## src/fwn_pkg.sv

```systemverilog
`timescale 1ns / 1ps

package fwn_pkg;

  localparam logic [7:0]  ASCII_SPACE   = 8'h20;
  localparam logic [7:0]  LEAD2_MASK    = 8'hE0;
  localparam logic [7:0]  LEAD2_CODE    = 8'hC0;
  localparam logic [7:0]  LEAD3_MASK    = 8'hF0;
  localparam logic [7:0]  LEAD3_CODE    = 8'hE0;
  localparam logic [15:0] CP_IDEO_SPACE = 16'h3000;
  localparam logic [15:0] CP_UPPER_LO   = 16'hFF21;
  localparam logic [15:0] CP_UPPER_HI   = 16'hFF3A;
  localparam logic [15:0] CP_LOWER_LO   = 16'hFF41;
  localparam logic [15:0] CP_LOWER_HI   = 16'hFF5A;
  localparam logic [15:0] CP_DIGIT_LO   = 16'hFF10;
  localparam logic [15:0] CP_DIGIT_HI   = 16'hFF19;
  localparam logic [7:0]  ASCII_UPPER_A = 8'h41;
  localparam logic [7:0]  ASCII_LOWER_A = 8'h61;
  localparam logic [7:0]  ASCII_ZERO    = 8'h30;
  localparam logic [1:0]  SEQ_LEN2      = 2'd2;
  localparam logic [1:0]  SEQ_LEN3      = 2'd3;

  // One request for the back end: up to three bytes, or a bare end marker.
  typedef struct packed {
    logic [1:0]      cnt;
    logic            has_byte;
    logic            text_end;
    logic [2:0][7:0] bytes;
  } job_t;

endpackage

```

## src/fwn_front.sv

```systemverilog
`timescale 1ns / 1ps

module fwn_front (
  input  logic          clk,
  input  logic          rst_n,
  input  logic          in_valid,
  output logic          in_ready,
  input  logic [7:0]    in_byte,
  input  logic          in_end,
  input  logic          q_full,
  output logic          push,
  output fwn_pkg::job_t job
);

  logic [1:0]  need_r, need_nxt;
  logic [1:0]  seqlen_r, seqlen_nxt;
  logic [7:0]  held0_r, held0_nxt;
  logic [7:0]  held1_r, held1_nxt;
  logic [15:0] cp_r, cp_nxt;
  logic [15:0] cp_full;
  logic [1:0]  need_dec;
  logic        accept;
  logic [1:0]  n;
  logic [2:0][7:0] buf_b;

  assign in_ready = !q_full;
  assign accept   = in_valid && in_ready;
  assign cp_full  = {cp_r[9:0], in_byte[5:0]};
  assign need_dec = need_r - 2'd1;

  always_comb begin
    need_nxt   = need_r;
    seqlen_nxt = seqlen_r;
    held0_nxt  = held0_r;
    held1_nxt  = held1_r;
    cp_nxt     = cp_r;
    n          = 2'd0;
    buf_b      = '0;
    if (need_r == 2'd0) begin
      if (!in_byte[7]) begin
        if (in_byte != fwn_pkg::ASCII_SPACE) begin
          buf_b[0] = in_byte;
          n        = 2'd1;
        end
      end else if ((in_byte & fwn_pkg::LEAD2_MASK) == fwn_pkg::LEAD2_CODE) begin
        held0_nxt  = in_byte;
        cp_nxt     = {11'd0, in_byte[4:0]};
        seqlen_nxt = fwn_pkg::SEQ_LEN2;
        need_nxt   = 2'd1;
      end else if ((in_byte & fwn_pkg::LEAD3_MASK) == fwn_pkg::LEAD3_CODE) begin
        held0_nxt  = in_byte;
        cp_nxt     = {12'd0, in_byte[3:0]};
        seqlen_nxt = fwn_pkg::SEQ_LEN3;
        need_nxt   = 2'd2;
      end else begin
        buf_b[0] = in_byte;
        n        = 2'd1;
      end
    end else begin
      cp_nxt   = cp_full;
      need_nxt = need_dec;
      if (need_dec == 2'd0) begin
        if (seqlen_r == fwn_pkg::SEQ_LEN2) begin
          buf_b[0] = held0_r;
          buf_b[1] = in_byte;
          n        = 2'd2;
        end else if (cp_full == fwn_pkg::CP_IDEO_SPACE) begin
          n = 2'd0;
        end else if (cp_full inside {[fwn_pkg::CP_UPPER_LO:fwn_pkg::CP_UPPER_HI]}) begin
          buf_b[0] = fwn_pkg::ASCII_UPPER_A + (cp_full[7:0] - fwn_pkg::CP_UPPER_LO[7:0]);
          n        = 2'd1;
        end else if (cp_full inside {[fwn_pkg::CP_LOWER_LO:fwn_pkg::CP_LOWER_HI]}) begin
          buf_b[0] = fwn_pkg::ASCII_LOWER_A + (cp_full[7:0] - fwn_pkg::CP_LOWER_LO[7:0]);
          n        = 2'd1;
        end else if (cp_full inside {[fwn_pkg::CP_DIGIT_LO:fwn_pkg::CP_DIGIT_HI]}) begin
          buf_b[0] = fwn_pkg::ASCII_ZERO + (cp_full[7:0] - fwn_pkg::CP_DIGIT_LO[7:0]);
          n        = 2'd1;
        end else begin
          buf_b[0] = held0_r;
          buf_b[1] = held1_r;
          buf_b[2] = in_byte;
          n        = 2'd3;
        end
        seqlen_nxt = 2'd0;
        cp_nxt     = 16'd0;
      end else begin
        held1_nxt = in_byte;
      end
    end
    if (in_end) begin
      need_nxt   = 2'd0;
      seqlen_nxt = 2'd0;
      cp_nxt     = 16'd0;
    end
  end

  always_comb begin
    push         = accept && ((n != 2'd0) || in_end);
    job.has_byte = (n != 2'd0);
    job.cnt      = (n != 2'd0) ? n : 2'd1;
    job.text_end = in_end;
    job.bytes    = buf_b;
  end

  always_ff @(posedge clk) begin
    if (!rst_n) begin
      need_r   <= 2'd0;
      seqlen_r <= 2'd0;
      cp_r     <= 16'd0;
    end else if (accept) begin
      need_r   <= need_nxt;
      seqlen_r <= seqlen_nxt;
      cp_r     <= cp_nxt;
    end
  end

  always_ff @(posedge clk) begin
    if (accept) begin
      held0_r <= held0_nxt;
      held1_r <= held1_nxt;
    end
  end

endmodule

```

## src/fwn_queue.sv

```systemverilog
`timescale 1ns / 1ps

module fwn_queue #(
  parameter int DEPTH = 4
) (
  input  logic          clk,
  input  logic          rst_n,
  input  logic          push,
  input  fwn_pkg::job_t push_job,
  output logic          full,
  input  logic          pop,
  output logic          head_valid,
  output fwn_pkg::job_t head_job
);

  localparam int PW = (DEPTH > 1) ? $clog2(DEPTH) : 1;
  localparam int CW = $clog2(DEPTH + 1);
  localparam logic [PW-1:0] LAST_PTR = PW'(DEPTH - 1);
  localparam logic [CW-1:0] FULL_CNT = CW'(DEPTH);

  fwn_pkg::job_t mem_r [DEPTH];
  logic [PW-1:0] wr_ptr_r, rd_ptr_r;
  logic [CW-1:0] count_r;
  logic          do_pop;

  assign full       = (count_r == FULL_CNT);
  assign head_valid = (count_r != '0);
  assign head_job   = mem_r[rd_ptr_r];
  assign do_pop     = pop && head_valid;

  always_ff @(posedge clk) begin
    if (push) begin
      mem_r[wr_ptr_r] <= push_job;
    end
  end

  always_ff @(posedge clk) begin
    if (!rst_n) begin
      wr_ptr_r <= '0;
      rd_ptr_r <= '0;
      count_r  <= '0;
    end else begin
      if (push) begin
        wr_ptr_r <= (wr_ptr_r == LAST_PTR) ? '0 : wr_ptr_r + 1'b1;
      end
      if (do_pop) begin
        rd_ptr_r <= (rd_ptr_r == LAST_PTR) ? '0 : rd_ptr_r + 1'b1;
      end
      if (push && !do_pop) begin
        count_r <= count_r + 1'b1;
      end else if (!push && do_pop) begin
        count_r <= count_r - 1'b1;
      end
    end
  end

endmodule

```

## src/fwn_back.sv

```systemverilog
`timescale 1ns / 1ps

module fwn_back (
  input  logic          clk,
  input  logic          rst_n,
  input  logic          head_valid,
  input  fwn_pkg::job_t head_job,
  output logic          pop,
  output logic          out_valid,
  input  logic          out_ready,
  output logic [7:0]    out_byte,
  output logic          out_has_byte,
  output logic          out_run_last,
  output logic          out_text_end
);

  logic       valid_r;
  logic [1:0] idx_r;
  logic [7:0] byte_r;
  logic       has_r, last_r, end_r;
  logic       load, is_last;

  assign load    = head_valid && (!valid_r || out_ready);
  assign is_last = (idx_r == head_job.cnt - 2'd1);
  assign pop     = load && is_last;

  always_ff @(posedge clk) begin
    if (!rst_n) begin
      valid_r <= 1'b0;
      idx_r   <= 2'd0;
    end else begin
      if (load) begin
        valid_r <= 1'b1;
        idx_r   <= is_last ? 2'd0 : idx_r + 2'd1;
      end else if (out_ready) begin
        valid_r <= 1'b0;
      end
    end
  end

  always_ff @(posedge clk) begin
    if (load) begin
      byte_r <= head_job.bytes[idx_r];
      has_r  <= head_job.has_byte;
      last_r <= is_last;
      end_r  <= is_last && head_job.text_end;
    end
  end

  assign out_valid    = valid_r;
  assign out_byte     = byte_r;
  assign out_has_byte = has_r;
  assign out_run_last = last_r;
  assign out_text_end = end_r;

endmodule

```

## src/fullwidth_utf8_normalizer.sv

```systemverilog
`timescale 1ns / 1ps

// Fullwidth-to-ASCII UTF-8 normaliser. Takes one text byte per request, with
// in_end on the last byte of a text, and returns normalised bytes one per
// request: ASCII spaces and U+3000 are dropped, fullwidth letters and digits
// become ASCII, other sequences pass through whole; a text whose end yields
// no byte gives one bare end marker (out_has_byte low). A byte is accepted
// every cycle while the job queue (QUEUE_DEPTH entries) has room; the output
// side delivers one result per cycle while out_ready is high, so a three-byte
// pass-through gives three output results, and sustained input rate is one
// byte per cycle when the average output is at most one byte per input. An
// input byte passes through the job queue and then the output register.
module fullwidth_utf8_normalizer #(
  parameter int QUEUE_DEPTH = 4
) (
  input  logic       clk,
  input  logic       rst_n,
  input  logic       in_valid,
  output logic       in_ready,
  input  logic [7:0] in_byte,
  input  logic       in_end,
  output logic       out_valid,
  input  logic       out_ready,
  output logic [7:0] out_byte,
  output logic       out_has_byte,
  output logic       out_run_last,
  output logic       out_text_end
);

  fwn_pkg::job_t push_job, head_job;
  logic          push, q_full, pop, head_valid;

  fwn_front u_front (
    .clk      (clk),
    .rst_n    (rst_n),
    .in_valid (in_valid),
    .in_ready (in_ready),
    .in_byte  (in_byte),
    .in_end   (in_end),
    .q_full   (q_full),
    .push     (push),
    .job      (push_job)
  );

  fwn_queue #(
    .DEPTH (QUEUE_DEPTH)
  ) u_queue (
    .clk        (clk),
    .rst_n      (rst_n),
    .push       (push),
    .push_job   (push_job),
    .full       (q_full),
    .pop        (pop),
    .head_valid (head_valid),
    .head_job   (head_job)
  );

  fwn_back u_back (
    .clk          (clk),
    .rst_n        (rst_n),
    .head_valid   (head_valid),
    .head_job     (head_job),
    .pop          (pop),
    .out_valid    (out_valid),
    .out_ready    (out_ready),
    .out_byte     (out_byte),
    .out_has_byte (out_has_byte),
    .out_run_last (out_run_last),
    .out_text_end (out_text_end)
  );

endmodule
```

## config.mk

```make
export PLATFORM = sky130hd
export DESIGN_NAME = fullwidth_utf8_normalizer
export DESIGN_NICKNAME = d
export VERILOG_FILES = /design/src/fwn_pkg.sv /design/src/fwn_front.sv /design/src/fwn_queue.sv /design/src/fwn_back.sv /design/src/fullwidth_utf8_normalizer.sv
export SDC_FILE = /design/constraint.sdc
export NUM_CORES = 1
export LEC_CHECK = 0
export ABC_AREA = 1
export BUFFER_PORTS_ARGS = -buffer_cell sky130_fd_sc_hd__buf_4
export CAP_MARGIN = 15
export CELL_PAD_IN_SITES_DETAIL_PLACEMENT = 1
export CELL_PAD_IN_SITES_GLOBAL_PLACEMENT = 2
export CORE_MARGIN = 3
export CORE_UTILIZATION = 44
export CTS_BUF_LIST = sky130_fd_sc_hd__clkbuf_2 sky130_fd_sc_hd__clkbuf_4 sky130_fd_sc_hd__clkbuf_8
export CTS_CLUSTER_SIZE = 28
export DETAILED_ROUTE_END_ITERATION = 12
export PLACE_DENSITY = 0.9
export SLEW_MARGIN = 20
export SYNTH_ARGS = -nofsm -noshare
export SYNTH_HDL_FRONTEND = slang
export SYNTH_SLANG_ARGS = --single-unit
```

## constraint.sdc

```tcl
create_clock -name clk -period 7.6 [get_ports clk]
set_clock_uncertainty 0.05 [all_clocks]
set_input_delay 0.38 -clock clk [delete_from_list [all_inputs] [get_ports clk]]
set_output_delay 0.38 -clock clk [all_outputs]
set_load 0.02 [all_outputs]
```

==> flow_summary.toml <==
[floorplanning]
initial_core_util_pct = 45.1
rows = 46
core_sq_um = 15900
fp.dieH_um = 134
die_w_um = 134
die_area_sq_um = 17900
io_pins = 26

[synth]
seq_area_frac_synth_pct = 64.8
yosys_warnings = 0
ys_ff_latch = 164
syn_area_per_cell_sq_um = 10.8
synthTopCellsByArea = "edfxtp_1, dfxtp_1, nor2_1"
synth_cell_type_count = 42
synthArstFlopShare_pct = 0
synth_cells = 667
synth-edff-count = 138
synth_area_leader_cell = "edfxtp_1"
syn_nets = 690
synthFlopType = "edfxtp_1"
synth_top_area_share_pct = 57.6
netlist_area_sq_um = 7190

[detailed_routing]
drtAntennaViolNets = 0
viasPerCell = 5.54
drt_iter0_markers = 305
dr.pass1.iters = 5
wl_um = 18300
remaining_drc_errors = 0
via_count = 5084
post_drt_wl_per_cell_um = 19.9

[timing]
rsz0062_at_grt = "no"
final-setup-viol-count = 0
max_slew_margin_pct = 32.0
post-route-period-util_pct = 48.5
fin_hold_ws_ns = 0.112
setup_tns_ns = 0
timing.fmax_mhz = 271
worst_pin_slew_ns = 1.02
hold_viol_final = 0
period_minus_slack_ns = 3.69
slew_violations = 0

[pwr]
power.switching_uw = 825
max-vdd-ir-drop_v = 0.000138
clockPowerShare_pct = 27.8
p_int_mw = 1.74
swShare_pct = 32.2
p_seq_share_pct = 46.6
leakagePower_nw = 2.86
comb_power_share_pct = 25.7
p_per_area_nw_per_um2 = 319

[clock_network]
cts_root_buf = "clkbuf_8"
cts_made_buffers = 17
cts_sinks = 164
cts_max_path_buffers = 2
cts_tree = "yes"
worstSkewPairLatency_ns = 0.45
cts_resized = 0
clkTransAtPathRegs_ns = 0.08
htreeDepth = 4
cts_hold_buffers = 0
cts_setup_buffers = 0

[worst_setup_path]
worst-setup-path-type = "register to register"
cp-start-kind = "register"
cpPeakStageDelay_ns = 1.00
arrival_ns = 3.98
path_cells = "inv_2, nand3_1, nand2_1, xor2_1, o21bai_1, nand2_2, nor2_4, inv_1, ha_1, inv_1, fa_1, o21ai_0, a21oi_1"
crit_family = "flip-flops"
cp_max_fo = 29
crit_top_cell = "inv_1"
critPathCaptureType = "register"
crit_path_top_delay_cell = "dfxtp_1"
cp.required_ns = 7.89
critPathBufInv = 3

[place]
hpwl_um = 12200
dp.cells = 885
io_buffer_count = 25
routabilityCongestion = 0.834

[grt]
antenna_found_initial = 0
grt_usage_pct = 21.3
grt_pass1_wl_um = 29500
grt_pass1_vias = 5536
grt_max_degree = 58
grt_remaining_overflow = 0

[cells_and_area]
drive_gt1_share_pct = 12.8
finalNetCount = 711
final_cells = 917
fin_util_pct = 50.3
area_growth_pct = 11.5
diodes = 0
fillers = 1733

[flow_run]
maxCapViolCount = 0

[run_status]
status = "finished, final reports clean"

[min_path]
hp-class = "input pin to register"
-- worst reg2reg max path: stages (launching register included) --
cell and delay (ns):
dfxtp_1 1.00, inv_2 0.52, nand3_1 0.21, nand2_1 0.10
xor2_1 0.22, o21bai_1 0.17, nand2_2 0.12, nor2_4 0.13
inv_1 0.09, ha_1 0.18, inv_1 0.11, fa_1 0.42
o21ai_0 0.19, a21oi_1 0.07
-- cell families after synthesis --
logic type / after synthesis / synth area share [%]
xor gates and xnor gates: 2 / 0.244
DFF: 164 / 64.8
buffers and inverters: 86 / 5.08
and+or+nand+nor: 240 / 14.5
AOI/OAI and AO/OA: 165 / 13.5
adders and majority gates: 10 / 1.84
-- synth_stat cells (3+ instances only) --
cell type	instances
clkbuf_1	18
o221ai_1	13
a32o_1	6
inv_2	7
ha_1	9
nand2_2	3
o21ai_0	69
buf_2	6
a21oi_1	36
inv_1	47
a211oi_1	7
o21ai_1	7
nor2_1	97
o211ai_1	5
buf_4	3
buf_6	3
nor3_1	11
dfxtp_1	26
o22ai_1	17
nand4_1	3
edfxtp_1	138
nand3_1	22
nand2_1	89
-- cell type report --
class	count	area (sq um)	area share, %
Clock buffer	19	249	3.11
Timing Repair Buffer	32	240	3.00
Multi-Input combinational cell	417	2180	27.2
Tap cell	216	270	3.37
Sequential cell	164	4660	58.2
Clock inverter	13	205	2.56
Inverter	56	211	2.64
-- layer usage --
| metal | up-vias | routed length, um | global-route usage, % |
|---|---|---|---|
| met3 | 26 | 772 | 3.98 |
| met5 | - | 0 | 0 |
| li1 | 2410 | - | - |
| met1 | 2537 | 8070 | 27.1 |
| met2 | 111 | 9090 | 36.5 |
| met4 | 0 | 349 | 7.37 |
-- per-stage QoR --
stage | worst slack, ns | power, mW | area [sq um]
after floorplan | 4.54 | 1.63 | 7190
after global placement | 4.08 | 1.83 | 7560
after detailed placement | 4.01 | 1.87 | 7560
after CTS | 3.91 | 2.58 | 8010
after global routing | 3.66 | 2.69 | 8020
final | 3.91 | 2.56 | 8020
-- layout by cell type, fill, tap and decap left out, types with 13 or more instances in the layout --
cell type / instances
buf_4: 32
inv_1: 47
nand2_1: 89
clkbuf_8: 17
o22ai_1: 17
dfxtp_1: 26
o21ai_0: 69
edfxtp_1: 138
a21oi_1: 36
nand3_1: 22
o221ai_1: 13
nor2_1: 93
-- registers in the layout, indices dropped and copies added, names as in the netlist, 3 cells and up, named ones only --
register / flops
u_queue.count_r: 3
u_queue.mem_r: 112
u_front.held1_r: 8
u_front.held0_r: 7
u_back.out_byte: 8
u_front.cp_r: 10
-- path summary, 6_finish.rpt --
path                            cells past startpoint  slack (ns)                              from                               end
worst max register to register                     13        3.91                          register   u_queue.count_r[1]$_SDFFE_PN0P_
worst max-delay path                               13        3.91                          register   u_queue.count_r[1]$_SDFFE_PN0P_
worst min-delay path                                1        0.11                        in_byte[7]      u_front.held1_r[7]$_DFFE_PP_
worst min register to register                      2        0.42  u_front.seqlen_r[0]$_SDFFE_PN0P_  u_front.seqlen_r[0]$_SDFFE_PN0P_
-- power by group through the flow --
stage                     logic (mW)  registers [mW]  clock network [mW]
after CTS                      0.662            1.19               0.721
final                          0.657            1.19               0.711
after global placement         0.623            1.21                   0
after detailed placement       0.656            1.21                   0
after floorplan                0.407            1.23                   0
after global routing           0.730            1.21               0.755
Note: power is estimated with default switching activity, not from simulation.
